<file path="config.mk">
export PLATFORM = sky130hd
export DESIGN_NAME = pcs_horner
export DESIGN_NICKNAME = d
export VERILOG_FILES = /design/src/rtl/pcs_pkg.sv /design/src/rtl/pcs_horner.sv
export SDC_FILE = /design/constraint.sdc
export NUM_CORES = 2
export LEC_CHECK = 0
export ABC_AREA = 1
export BUFFER_PORTS_ARGS = -buffer_cell sky130_fd_sc_hd__buf_2
export CORE_MARGIN = 2
export CORE_UTILIZATION = 67
export DETAILED_ROUTE_END_ITERATION = 10
export PLACE_DENSITY = 0.92
export SYNTH_ARGS = -nofsm -noshare
export SYNTH_HDL_FRONTEND = slang
export SYNTH_SLANG_ARGS = --single-unit
</file>
<file path="constraint.sdc">
create_clock -name clk_i -period 10.6 [get_ports clk_i]
set_input_delay 2.12 -clock clk_i [delete_from_list [all_inputs] [get_ports clk_i]]
set_output_delay 2.12 -clock clk_i [all_outputs]
set_load 0.005 [all_outputs]
</file>
<file path="src/rtl/pcs_pkg.sv">
`default_nettype none

package pcs_pkg;

  localparam int TERMS        = 32;
  localparam int TOP_EXPONENT = 31;
  localparam int TOP_INDEX    = (TOP_EXPONENT < TERMS - 1) ? TOP_EXPONENT : TERMS - 1;
  localparam int IDX_W        = $clog2(TERMS);
  localparam int ACT_W        = 3;
  localparam int EXP_W        = 8;
  localparam int DATA_W       = 32;
  localparam int DEG_W        = 5;
  localparam int PROD_W       = 2 * DATA_W;
  localparam int RND_W        = PROD_W - 16;
  localparam int SUM_W        = RND_W + 1;

  localparam logic signed [DATA_W-1:0] DATA_MAX = {1'b0, {(DATA_W-1){1'b1}}};
  localparam logic signed [DATA_W-1:0] DATA_MIN = {1'b1, {(DATA_W-1){1'b0}}};

  typedef enum logic [ACT_W-1:0] {
    ACT_ASSIGN = 3'd0,
    ACT_ADD    = 3'd1,
    ACT_CLEAR  = 3'd2,
    ACT_READ   = 3'd3,
    ACT_EVAL   = 3'd4
  } action_e;

  typedef enum logic [1:0] {
    ST_IDLE,
    ST_MUL,
    ST_ACC,
    ST_DONE
  } state_e;

  typedef struct packed {
    logic start;
    logic mul_en;
    logic acc_en;
  } horner_ctrl_t;

endpackage

`default_nettype wire

</file>
<file path="src/rtl/pcs_horner.sv">
`default_nettype none

module pcs_horner (
  input  wire logic                             clk_i,
  input  wire logic                             rst_ni,
  input  wire pcs_pkg::horner_ctrl_t            ctrl_i,
  input  wire logic signed [pcs_pkg::DATA_W-1:0] x_i,
  input  wire logic signed [pcs_pkg::DATA_W-1:0] coef_i,
  output logic signed [pcs_pkg::DATA_W-1:0]      acc_o,
  output logic                                  sat_o
);

  logic signed [pcs_pkg::PROD_W-1:0] prod_q;
  logic signed [pcs_pkg::DATA_W-1:0] acc_q, acc_d;
  logic                              sat_q, clip;
  logic signed [pcs_pkg::PROD_W-1:0] biased;
  logic signed [pcs_pkg::RND_W-1:0]  rnd;
  logic signed [pcs_pkg::SUM_W-1:0]  sum;
  logic [pcs_pkg::SUM_W-pcs_pkg::DATA_W:0] top_bits;

  // The product is rounded to nearest with ties toward plus infinity, the
  // coefficient is added, and the sum is clipped to the 32-bit range.
  always_comb begin
    biased   = prod_q + pcs_pkg::PROD_W'(32768);
    rnd      = biased[pcs_pkg::PROD_W-1:16];
    sum      = {rnd[pcs_pkg::RND_W-1], rnd} +
               {{(pcs_pkg::SUM_W-pcs_pkg::DATA_W){coef_i[pcs_pkg::DATA_W-1]}}, coef_i};
    top_bits = sum[pcs_pkg::SUM_W-1:pcs_pkg::DATA_W-1];
    clip     = !((&top_bits) || !(|top_bits));
    if (clip) begin
      acc_d = sum[pcs_pkg::SUM_W-1] ? pcs_pkg::DATA_MIN : pcs_pkg::DATA_MAX;
    end else begin
      acc_d = sum[pcs_pkg::DATA_W-1:0];
    end
  end

  always_ff @(posedge clk_i) begin
    if (ctrl_i.mul_en) begin
      prod_q <= pcs_pkg::PROD_W'(acc_q) * pcs_pkg::PROD_W'(x_i);
    end
    if (ctrl_i.start) begin
      acc_q <= '0;
    end else if (ctrl_i.acc_en) begin
      acc_q <= acc_d;
    end
  end

  always_ff @(posedge clk_i or negedge rst_ni) begin
    if (!rst_ni) begin
      sat_q <= 1'b0;
    end else if (ctrl_i.start) begin
      sat_q <= 1'b0;
    end else if (ctrl_i.acc_en && clip) begin
      sat_q <= 1'b1;
    end
  end

  assign acc_o = acc_q;
  assign sat_o = sat_q;

endmodule

`default_nettype wire

</file>
==> results.toml <==
[setup_path]
required_ns = 10.72
slowest_delay_ns = 0.60
cp_num_cells = 28
cp_common_cell = "inv_1"
path_delay_family = "adder cells"
criticalPathCategory = "input port to flop"
crit_path_top_delay_cell = "buf_2"
crit_fanout = 32
worstPathArrival_ns = 9.74
worst-r2r-cell-count = 23
critPathLaunchType = "input port"
path_buf_inv = 11
crit_path_end_kind = "flop"

[detailed_routing]
drtIter0Drc = 4031
totalWireLength_um = 136800
drt-pass1-iter-count = 6
num_vias = 38520
ant_nets = 0
viasPerCell = 5.607
post_drt_wl_per_cell_um = 19.91
drc = 0

[yosys]
synth_area_per_cell_um2 = 7.576
syn_area_um2 = 45800
ys_ff_latch = 82
synth_edf_count = 49
async_flop_share_pct = 1.220
yosys_warnings = 0
netlist_instances = 6045
syn-num-nets = 7425
synthFlopType = "edfxtp_1"
ys_seq_area_share_pct = 4.667
yosysUniqueCellTypes = 44

[floorplanning]
die-width_um = 265.4
dieHeight_um = 265.4
ios = 102
core_um2 = 67400
die_area_um2 = 70460
row_count = 95
initial_utilization_pct = 67.95

[global_route]
antenna_found_initial = 7
grt-busiest-layer = "met2"
grt_overflow = 0
grt_pass1_wl_um = 219500
grtUsageMet2_pct = 68.13
grt_max_degree = 50
grt_util_met3_pct = 6.795
grt_use_total_pct = 40.49
grt.met1_usage_pct = 49.61
grt_pass1_vias = 42340

[clocking]
clockBufferDepth = 2
clock_latency_ns = 0.39
clk_pin_slew_worst_paths_ns = 0.08
ctsResizeCount = 0
cts.sinks = 82
cts_tree = "done"
ctsHoldBuffers = 0
ctsHtreeMaxLevel = 3
cts_buffers = 9
cts_root_buf = "clkbuf_16"
postCtsSetupBuffers = 0

[sta]
finalSetupViolCount = 0
setup_slack_ns = 0.9806
final.setup.tns_ns = 0
slew_headroom_pct = 5.437
period_share_pct = 90.75
period_needed_ns = 9.619
worstMarginPinSlew_ns = 1.417
max_freq_mhz = 104.0
drv_slew = 0
hold_viol_final = 0
holdWs_ns = 0.5195
rsz0062_at_grt = "false"
clock_skew_ns = 0.01975

[placed_design]
gp_routability_congestion = 1.030
pre_cts_slack_ns = 0.7348
port_buffers = 101
hpwl_um = 114500

[final_layout]
final_common_cell = "inv_1"
area_growth_pct = 3.248
drive_gt1_share_pct = 3.702
fin_nets = 7372
most-common-layout-cells = "inv_1, nand2_1, fa_1"

[worst_hold_path]
min_path_cells = 2
min_path_type = "flop to flop"

[flow_run]
cap_viol_max_count = 0

[status]
status = "finished clean"
## final timing paths
path	start	endpoint	slack [ns]
max	x_i[8]	prod_q[56]	0.98
min	sat_o	sat_o	0.52
max reg2reg	acc_o[23]	prod_q[56]	2.26
min reg2reg	sat_o	sat_o	0.52
max in group asynchronous	rst_ni	sat_o	9.03
min in group asynchronous	rst_ni	sat_o	1.49
## synth_stat cells (32+ instances only)
master | count | share of area (%)
nor3_1 | 38 | 0.42
xnor2_1 | 39 | 0.75
xor2_1 | 90 | 1.7
o21ai_0 | 87 | 0.95
inv_1 | 1943 | 16
edfxtp_1 | 49 | 3.2
nor2_1 | 212 | 1.7
clkbuf_1 | 215 | 1.8
a21oi_1 | 165 | 1.8
nand3_1 | 88 | 0.96
dfxtp_1 | 32 | 1.4
fa_1 | 1082 | 47
nand2_1 | 1611 | 13
ha_1 | 229 | 6.3
## tightest hold or removal path, cell delays in order, from the launching register on
cell     delay, ns
dfrtp_1       0.38
inv_1         0.05
a21oi_1       0.06
## layer usage
| layer | up-vias | wire length (um) | part of all wire [%] |
|---|---|---|---|
| met4 | 8 | 9255 | 6.8 |
| li1 | 16800 | - | - |
| met2 | 2348 | 65990 | 48 |
| met3 | 696 | 13030 | 9.5 |
| met5 | - | 56 | 0.041 |
| met1 | 18680 | 48480 | 35 |
## kinds of logic after synthesis
| logic type | after synthesis | synth area share, % |
|---|---|---|
| buf+inv | 2170 | 17.86 |
| simple gates | 2038 | 17.70 |
| flops | 82 | 4.667 |
| xor+xnor | 129 | 2.467 |
| fa+ha+maj | 1311 | 53.56 |
| compound gates | 315 | 3.746 |
## cell type report
cell class	instances	area (um^2)
Sequential cell	82	2137
Tap cell	873	1092
Clock buffer	12	289.0
Inverter	1946	7305
Multi-Input combinational cell	3793	35480
Timing Repair Buffer	160	948.4
Antenna cell	1	2.502
Fill cell	5174	20110
Clock inverter	4	30.03
## state kept, by name, indices dropped and copies added, names as in the netlist
| register | count |
|---|---|
| acc_o | 32 |
| prod_q | 49 |
| sat_o | 1 |
## through the flow
step                std cells  utilization, %  instance area (um^2)
CTS                      6870           70.15                 47280
finish                   6871           70.16                 47280
global route             6871           70.16                 47280
global placement         6854           69.68                 46960
floorplan                6045               -                 45800
detailed placement       6854           69.68                 46960
Power is left out: the tool's default activity adds up to more than one toggle a clock period on the data nets, which glitch-free logic cannot reach.
