===== src/rtl/pcs_pkg.sv =====
`default_nettype none

package pcs_pkg;

  localparam int TERMS        = 32;
  localparam int TOP_EXPONENT = 31;
  localparam int TOP_INDEX    = (TOP_EXPONENT < TERMS - 1) ? TOP_EXPONENT : TERMS - 1;
  localparam int IDX_W        = $clog2(TERMS);
  localparam int ACT_W        = 3;
  localparam int EXP_W        = 8;
  localparam int DATA_W       = 32;
  localparam int DEG_W        = 5;
  localparam int PROD_W       = 2 * DATA_W;
  localparam int RND_W        = PROD_W - 16;
  localparam int SUM_W        = RND_W + 1;

  localparam logic signed [DATA_W-1:0] DATA_MAX = {1'b0, {(DATA_W-1){1'b1}}};
  localparam logic signed [DATA_W-1:0] DATA_MIN = {1'b1, {(DATA_W-1){1'b0}}};

  typedef enum logic [ACT_W-1:0] {
    ACT_ASSIGN = 3'd0,
    ACT_ADD    = 3'd1,
    ACT_CLEAR  = 3'd2,
    ACT_READ   = 3'd3,
    ACT_EVAL   = 3'd4
  } action_e;

  typedef enum logic [1:0] {
    ST_IDLE,
    ST_MUL,
    ST_ACC,
    ST_DONE
  } state_e;

  typedef struct packed {
    logic start;
    logic mul_en;
    logic acc_en;
  } horner_ctrl_t;

endpackage

`default_nettype wire


===== src/rtl/pcs_cell.sv =====
`default_nettype none

module pcs_cell (
  input  wire logic                             clk_i,
  input  wire logic                             rst_ni,
  input  wire logic                             shift_i,
  input  wire logic signed [pcs_pkg::DATA_W-1:0] data_i,
  output logic signed [pcs_pkg::DATA_W-1:0]      data_o
);

  logic signed [pcs_pkg::DATA_W-1:0] coef_q;

  always_ff @(posedge clk_i or negedge rst_ni) begin
    if (!rst_ni) begin
      coef_q <= '0;
    end else if (shift_i) begin
      coef_q <= data_i;
    end
  end

  assign data_o = coef_q;

endmodule

`default_nettype wire


===== config.mk =====
export PLATFORM = sky130hd
export DESIGN_NAME = pcs_cell
export DESIGN_NICKNAME = d
export VERILOG_FILES = /design/src/rtl/pcs_pkg.sv /design/src/rtl/pcs_cell.sv
export SDC_FILE = /design/constraint.sdc
export NUM_CORES = 1
export LEC_CHECK = 0
export BUFFER_PORTS_ARGS = -buffer_cell sky130_fd_sc_hd__buf_4
export CELL_PAD_IN_SITES_DETAIL_PLACEMENT = 1
export CELL_PAD_IN_SITES_GLOBAL_PLACEMENT = 1
export CORE_ASPECT_RATIO = 0.6
export CORE_MARGIN = 1.5
export CORE_UTILIZATION = 38
export CTS_CLUSTER_DIAMETER = 50
export DETAILED_ROUTE_END_ITERATION = 10
export MAX_ROUTING_LAYER = met4
export PLACE_DENSITY = 0.83
export SETUP_SLACK_MARGIN = 0.15
export SYNTH_ARGS = -nofsm -noshare
export SYNTH_HDL_FRONTEND = slang
export SYNTH_SLANG_ARGS = --single-unit

===== constraint.sdc =====
create_clock -name clk_i -period 2 [get_ports clk_i]
set_input_delay 0.1 -clock clk_i [delete_from_list [all_inputs] [get_ports clk_i]]
set_output_delay 0.1 -clock clk_i [all_outputs]
set_load 0.005 [all_outputs]

==> impl_metrics.toml, run 1 <==
[critical_path]
reg2reg_slack_ps = 1200
start_kind = "flop"
worstSetupPathType = "reg -> out"
path_cells = "buf_4"
max_stage_delay_ps = 410
slowest_stage = "dfrtp_1"
crit_required_ps = 1900
cp.arrival_ps = 830
endpoint_kind = "output pin"
worstSetupStartpoint = "data_o[10]"
rr_worst_depth = 1
reg2reg_to = "data_o[10]"
path_delay_family = "flip-flops"
crit_cells = 1
r2r_start = "data_o[10]"
cp_max_fo = 2
critPathBufInv = 1
cp-endpoint = "data_o[10]"

[grt]
grt_usage = 0.181
grt_pass1_vias = 939
grt_max_degree = 33
antenna_found_initial = 0
grt_pass1_wl_um = 4980
gr-total-overflow = 0

[die]
initial_core_util = 0.405
placementRows = 16
die_y_um = 49.1
core_region_area_um2 = 3320
die_w_um = 79.8
die_area_um2 = 3920
ios = 67

[finish]
area_growth_pct = 44.5
final_area_um2 = 1940
layout-drive-gt1-share = 0.755
antennaDiodeCount = 0
largest_reg_flops = 32
nets = 173
fillCellCount = 342
post-route-util = 0.585

[clocking]
clock_sinks = 32
cts_tree = "yes"
cts_buffer_depth = 2
htreeDepth = 2
path_clk_slew_ps = 70
cts_resized = 0
clk-insertion-delay-late_ps = 270
cts_root_buffer = "clkbuf_8"
cts_buffers = 5

[timing]
maxSlewHeadroom = 0.625
setup_viol = 0
rsz0062_at_grt = "no"
post-route-min-period_ps = 927
tightest_slew_ps = 562
hold_viol = 0
setup_tns_ps = 0
fin_worst_skew_ps = 0
max_freq_mhz = 1080
finalCritPeriodShare = 0.463
slew_viol_final = 0
setup_ws_ps = 1070

[detailed_routing]
wl_per_cell_um = 16.8
vias_per_cell = 4.39
wl_met3_um = 198
drt-met1-wl_um = 1420
drc = 0
dr_total_vias = 807
ant_nets = 0
routed_wl_um = 3080
highest_layer = "met4"
drtIter0Drc = 18
drtPass1Iterations = 4
met2_length_um = 1460

[placed_design]
dpl.hpwl_um = 2250
gp_congestion = 0.712
preCtsSetupSlack_ps = 902
post_dp_cell_area_um2 = 1830
io_buffers = 66

[synth]
yosysMostFrequentCell = "dfrtp_1"
postSynthCellCount = 68
synth_edf_count = 0
synth_area_leaders = "dfrtp_1 60%, mux2_4 33%, buf_12 4.5%"
synth_warnings = 0
ys_types = 5
synth_top_flop_cell = "dfrtp_1"
synth_area_per_cell_um2 = 19.8
async_flop_share = 1.00
netlist_area_um2 = 1350
synth_top_area_share = 0.595
yosys.area.top_type = "dfrtp_1"
ys_ff_latch = 32
netlist_top_cells_count = "32 x dfrtp_1, 30 x mux2_4, 3 x buf_12"
seq_area_frac_synth = 0.595
synth_fp_nets = 103

[pwr]
p_leak_nw = 1.01
ir_drop_mv = 0.591
power_density_nw_per_um2 = 852

[min_path]
hold_path.class = "in -> reg"

[flow_run]
maxCapViolCount = 0

[run_status]
status = "finished clean"
## cell usage in the layout, fill, tap and decap left out, drive strengths merged
cell,Yosys,layout
bufinv,0,1
clkinv,0,1
dfrtp,32,32
mux2,32,32
dlygate4sd3,0,1
clkbuf,0,6
buf,4,66
## report_power, final
| group | internal (mW) | leakage (nW) | switching, mW |
|---|---|---|---|
| registers | 0.713 | 0.374 | 0.0415 |
| logic | 0.211 | 0.576 | 0.0917 |
| clock network | 0.369 | 0.0552 | 0.229 |
| total | 1.29 | 1.01 | 0.362 |
## timing repair
action                                 CTS  global route
buffers inserted                         0             0
hold buffers                             1             0
endpoints found under the hold margin   32             0
## cells by family (layout without fill, tap and decap cells)
family                 after synthesis  after routing  share of synthesized area
DFF                                 32             32                      0.595
muxes                               32             32                      0.352
buffers and inverters                4             75                     0.0530
## routing by layer
layer / vias to the layer above / GRT usage
met5: - / -
met4: 0 / 0.0431
met3: 2 / 0.0636
met2: 31 / 0.282
met1: 401 / 0.228
li1: 373 / -
## how the worst min path moves through the flow
| stage | startpoint | endpoint | slack [ps] | cells past startpoint |
|---|---|---|---|---|
| 2_1_floorplan | rst_ni | data_o[0] | -200 | 0 |
| 3_3_place_gp | rst_ni | data_o[20] | 50 | 1 |
| 3_5_place_dp | rst_ni | data_o[25] | 60 | 1 |
| 4_1_cts | data_i[22] | data_o[22] | 40 | 2 |
| 5_1_grt | data_i[30] | data_o[30] | 40 | 2 |
| 6_report | data_i[11] | data_o[11] | 50 | 2 |
## cell type report
cell class	count	area (um2)	area share
clock inverter	2	35.0	0.0180
sequential	32	801	0.412
timing repair buffer	67	505	0.260
multi-input combinational	32	473	0.243
tap	45	56.3	0.0290
clock buffer	6	72.6	0.0373
## per-stage QoR
| step | hold WS, ps | cells | power [mW] |
|---|---|---|---|
| finish | 52.6 | 184 | 1.66 |
| global route | 43.6 | 184 | 1.72 |
| CTS | 41.3 | 184 | 1.68 |
| detailed placement | 62.6 | 175 | 1.07 |
| global placement | 45.3 | 175 | 1.06 |
| floorplan | -196 | 68 | 0.896 |
No activity file was read; power rests on OpenSTA's default activity.
==> inputs of run 2 (changes only) <==
--- a/config.mk
+++ b/config.mk
@@ -10,11 +10,11 @@
 export CELL_PAD_IN_SITES_GLOBAL_PLACEMENT = 1
 export CORE_ASPECT_RATIO = 0.6
 export CORE_MARGIN = 1.5
-export CORE_UTILIZATION = 38
+export CORE_UTILIZATION = 35
 export CTS_CLUSTER_DIAMETER = 50
 export DETAILED_ROUTE_END_ITERATION = 10
 export MAX_ROUTING_LAYER = met4
-export PLACE_DENSITY = 0.83
+export PLACE_DENSITY = 0.77
 export SETUP_SLACK_MARGIN = 0.15
 export SYNTH_ARGS = -nofsm -noshare
 export SYNTH_HDL_FRONTEND = slang
==> constraint.sdc (replaced) <==
create_clock -name clk_i -period 0.9 [get_ports clk_i]
set_input_delay 0.045 -clock clk_i [delete_from_list [all_inputs] [get_ports clk_i]]
set_output_delay 0.045 -clock clk_i [all_outputs]
set_load 0.005 [all_outputs]
==> impl_metrics.toml, run 2 (same netlist as run 1, synthesis figures left out) <==
[run_status]
status = "finished, violations left"
violations = "negative hold slack"

[timing]
tightest_slew_ps = 398
finalCritPeriodShare = 0.943
hold_viol = 4
rsz0062_at_grt = "yes"
fin_worst_skew_ps = 0
maxSlewHeadroom = 0.735
setup_viol = 0
slew_viol_final = 0
max_freq_mhz = 1180
holdWs_ps = -2.62
post-route-min-period_ps = 849
setup_tns_ps = 0

[finish]
nets = 176
most-common-layout-cells = "35 x buf_4, 32 x dfrtp_1, 32 x buf_6"
antennaDiodeCount = 0
area_growth_pct = 56.0
instances_no_fill = 189
largest_reg_flops = 32
layout-drive-gt1-share = 0.768
final_common_cell = "buf_4"

[grt]
met2_usage = 0.256
grt_usage = 0.154
grt_util_met3 = 0.0533
gr-total-overflow = 0
grt_pass1_vias = 947
grt_use_met1 = 0.180
grt_pass1_wl_um = 4790
antenna_found_initial = 0
busiest_layer = "met2"
grt_max_degree = 33

[critical_path]
max_stage_delay_ps = 410
worstSetupPathType = "reg -> out"
crit_required_ps = 850
slowest_stage = "dfrtp_1"
start_kind = "flop"
path_delay_family = "flip-flops"
critPathBufInv = 1
cp_max_fo = 2
path_cells = "buf_6"
endpoint_kind = "output pin"
cp.arrival_ps = 800

[placed_design]
io_buffers = 66
dpl.hpwl_um = 2110
numPlacedInstances = 180
gp_congestion = 0.685

[pwr]
ir_drop_mv = 0.834
p_leak_nw = 1.06
power_density_nw_per_um2 = 1710

[die]
die_area_um2 = 4240
ios = 67
core_region_area_um2 = 3680
placementRows = 17
die_w_um = 83.0
initial_core_util = 0.366
die_y_um = 51.0

[detailed_routing]
dr_total_vias = 839
drtPass1Iterations = 2
ant_nets = 0
drtIter0Drc = 28
routed_wl_um = 2890
wl_per_cell_um = 15.3
drc = 0
vias_per_cell = 4.44

[clocking]
post_cts_buffers = 0
cts_buffers = 5
path_clk_slew_ps = 60
cts_tree = "yes"
clk-insertion-delay-late_ps = 270
cts_hold_buf = 1
cts_buffer_depth = 2
htreeDepth = 2
clock_sinks = 32
cts_root_buffer = "clkbuf_8"

[flow_run]
maxCapViolCount = 0

[min_path]
hold_path.class = "in -> reg"
## run 2: changes by cell type in the layout (fill, tap and decap cells not counted)
cell	before	now
buf_4	66	35
bufinv_16	1	0
buf_6	0	32
clkbuf_8	5	6
clkinv_2	1	2
clkbuf_1	1	0
buf_12	0	2
## run 2: per-layer routing
metal / wire length, um / share of wire / up-vias
met5: 0 / 0 / -
met4: 0 / 0 / 0
met3: 186 / 0.064 / 0
met2: 1480 / 0.51 / 38
met1: 1220 / 0.42 / 421
li1: - / - / 380
## run 2: where the power goes
| part | switching [mW] | leakage (nW) | internal [mW] |
|---|---|---|---|
| Sequential | 0.113 | 0.374 | 1.58 |
| Clock | 0.510 | 0.0510 | 0.609 |
| Combinational | 0.204 | 0.639 | 0.574 |
| Total | 0.827 | 1.06 | 2.77 |
## run 2: layout make-up
type / instances / area [um2]
clock buffers: 6 / 82.6
multi-input cells: 32 / 473
repair buffers: 70 / 673
well taps: 47 / 58.8
fillers: 352 / 1580
clock inverters: 2 / 10.0
flip-flops and latches: 32 / 801
## run 2: metrics by stage
stage	total power, mW	area, um2	utilization	worst slack (ps)	hold slack [ps]
final	3.59	2100	0.570	51.4	-2.62
after CTS	3.65	2100	0.570	41.5	-9.81
after global placement	2.37	1880	0.510	107	-6.76
after global routing	3.77	2100	0.570	17.9	-15.9
after detailed placement	2.39	1880	0.510	87.0	4.32
after floorplan	1.99	1350	-	152	-251
## run 2: repair_timing
item,in CTS,in global routing
hold endpoints to repair,52,23
setup endpoints to repair,63,64
resized for setup,32,0
## run 2: final timing paths
check,cells after the start,slack [ps],from,endpoint
min reg2reg,1,540,data_o[9],data_o[9]
min in group asynchronous,2,240,rst_ni,data_o[6]
max reg2reg,1,100,data_o[19],data_o[19]
max,1,50,data_o[21],data_o[21]
min,2,-3,data_i[30],data_o[30]
max in group asynchronous,2,370,rst_ni,data_o[9]
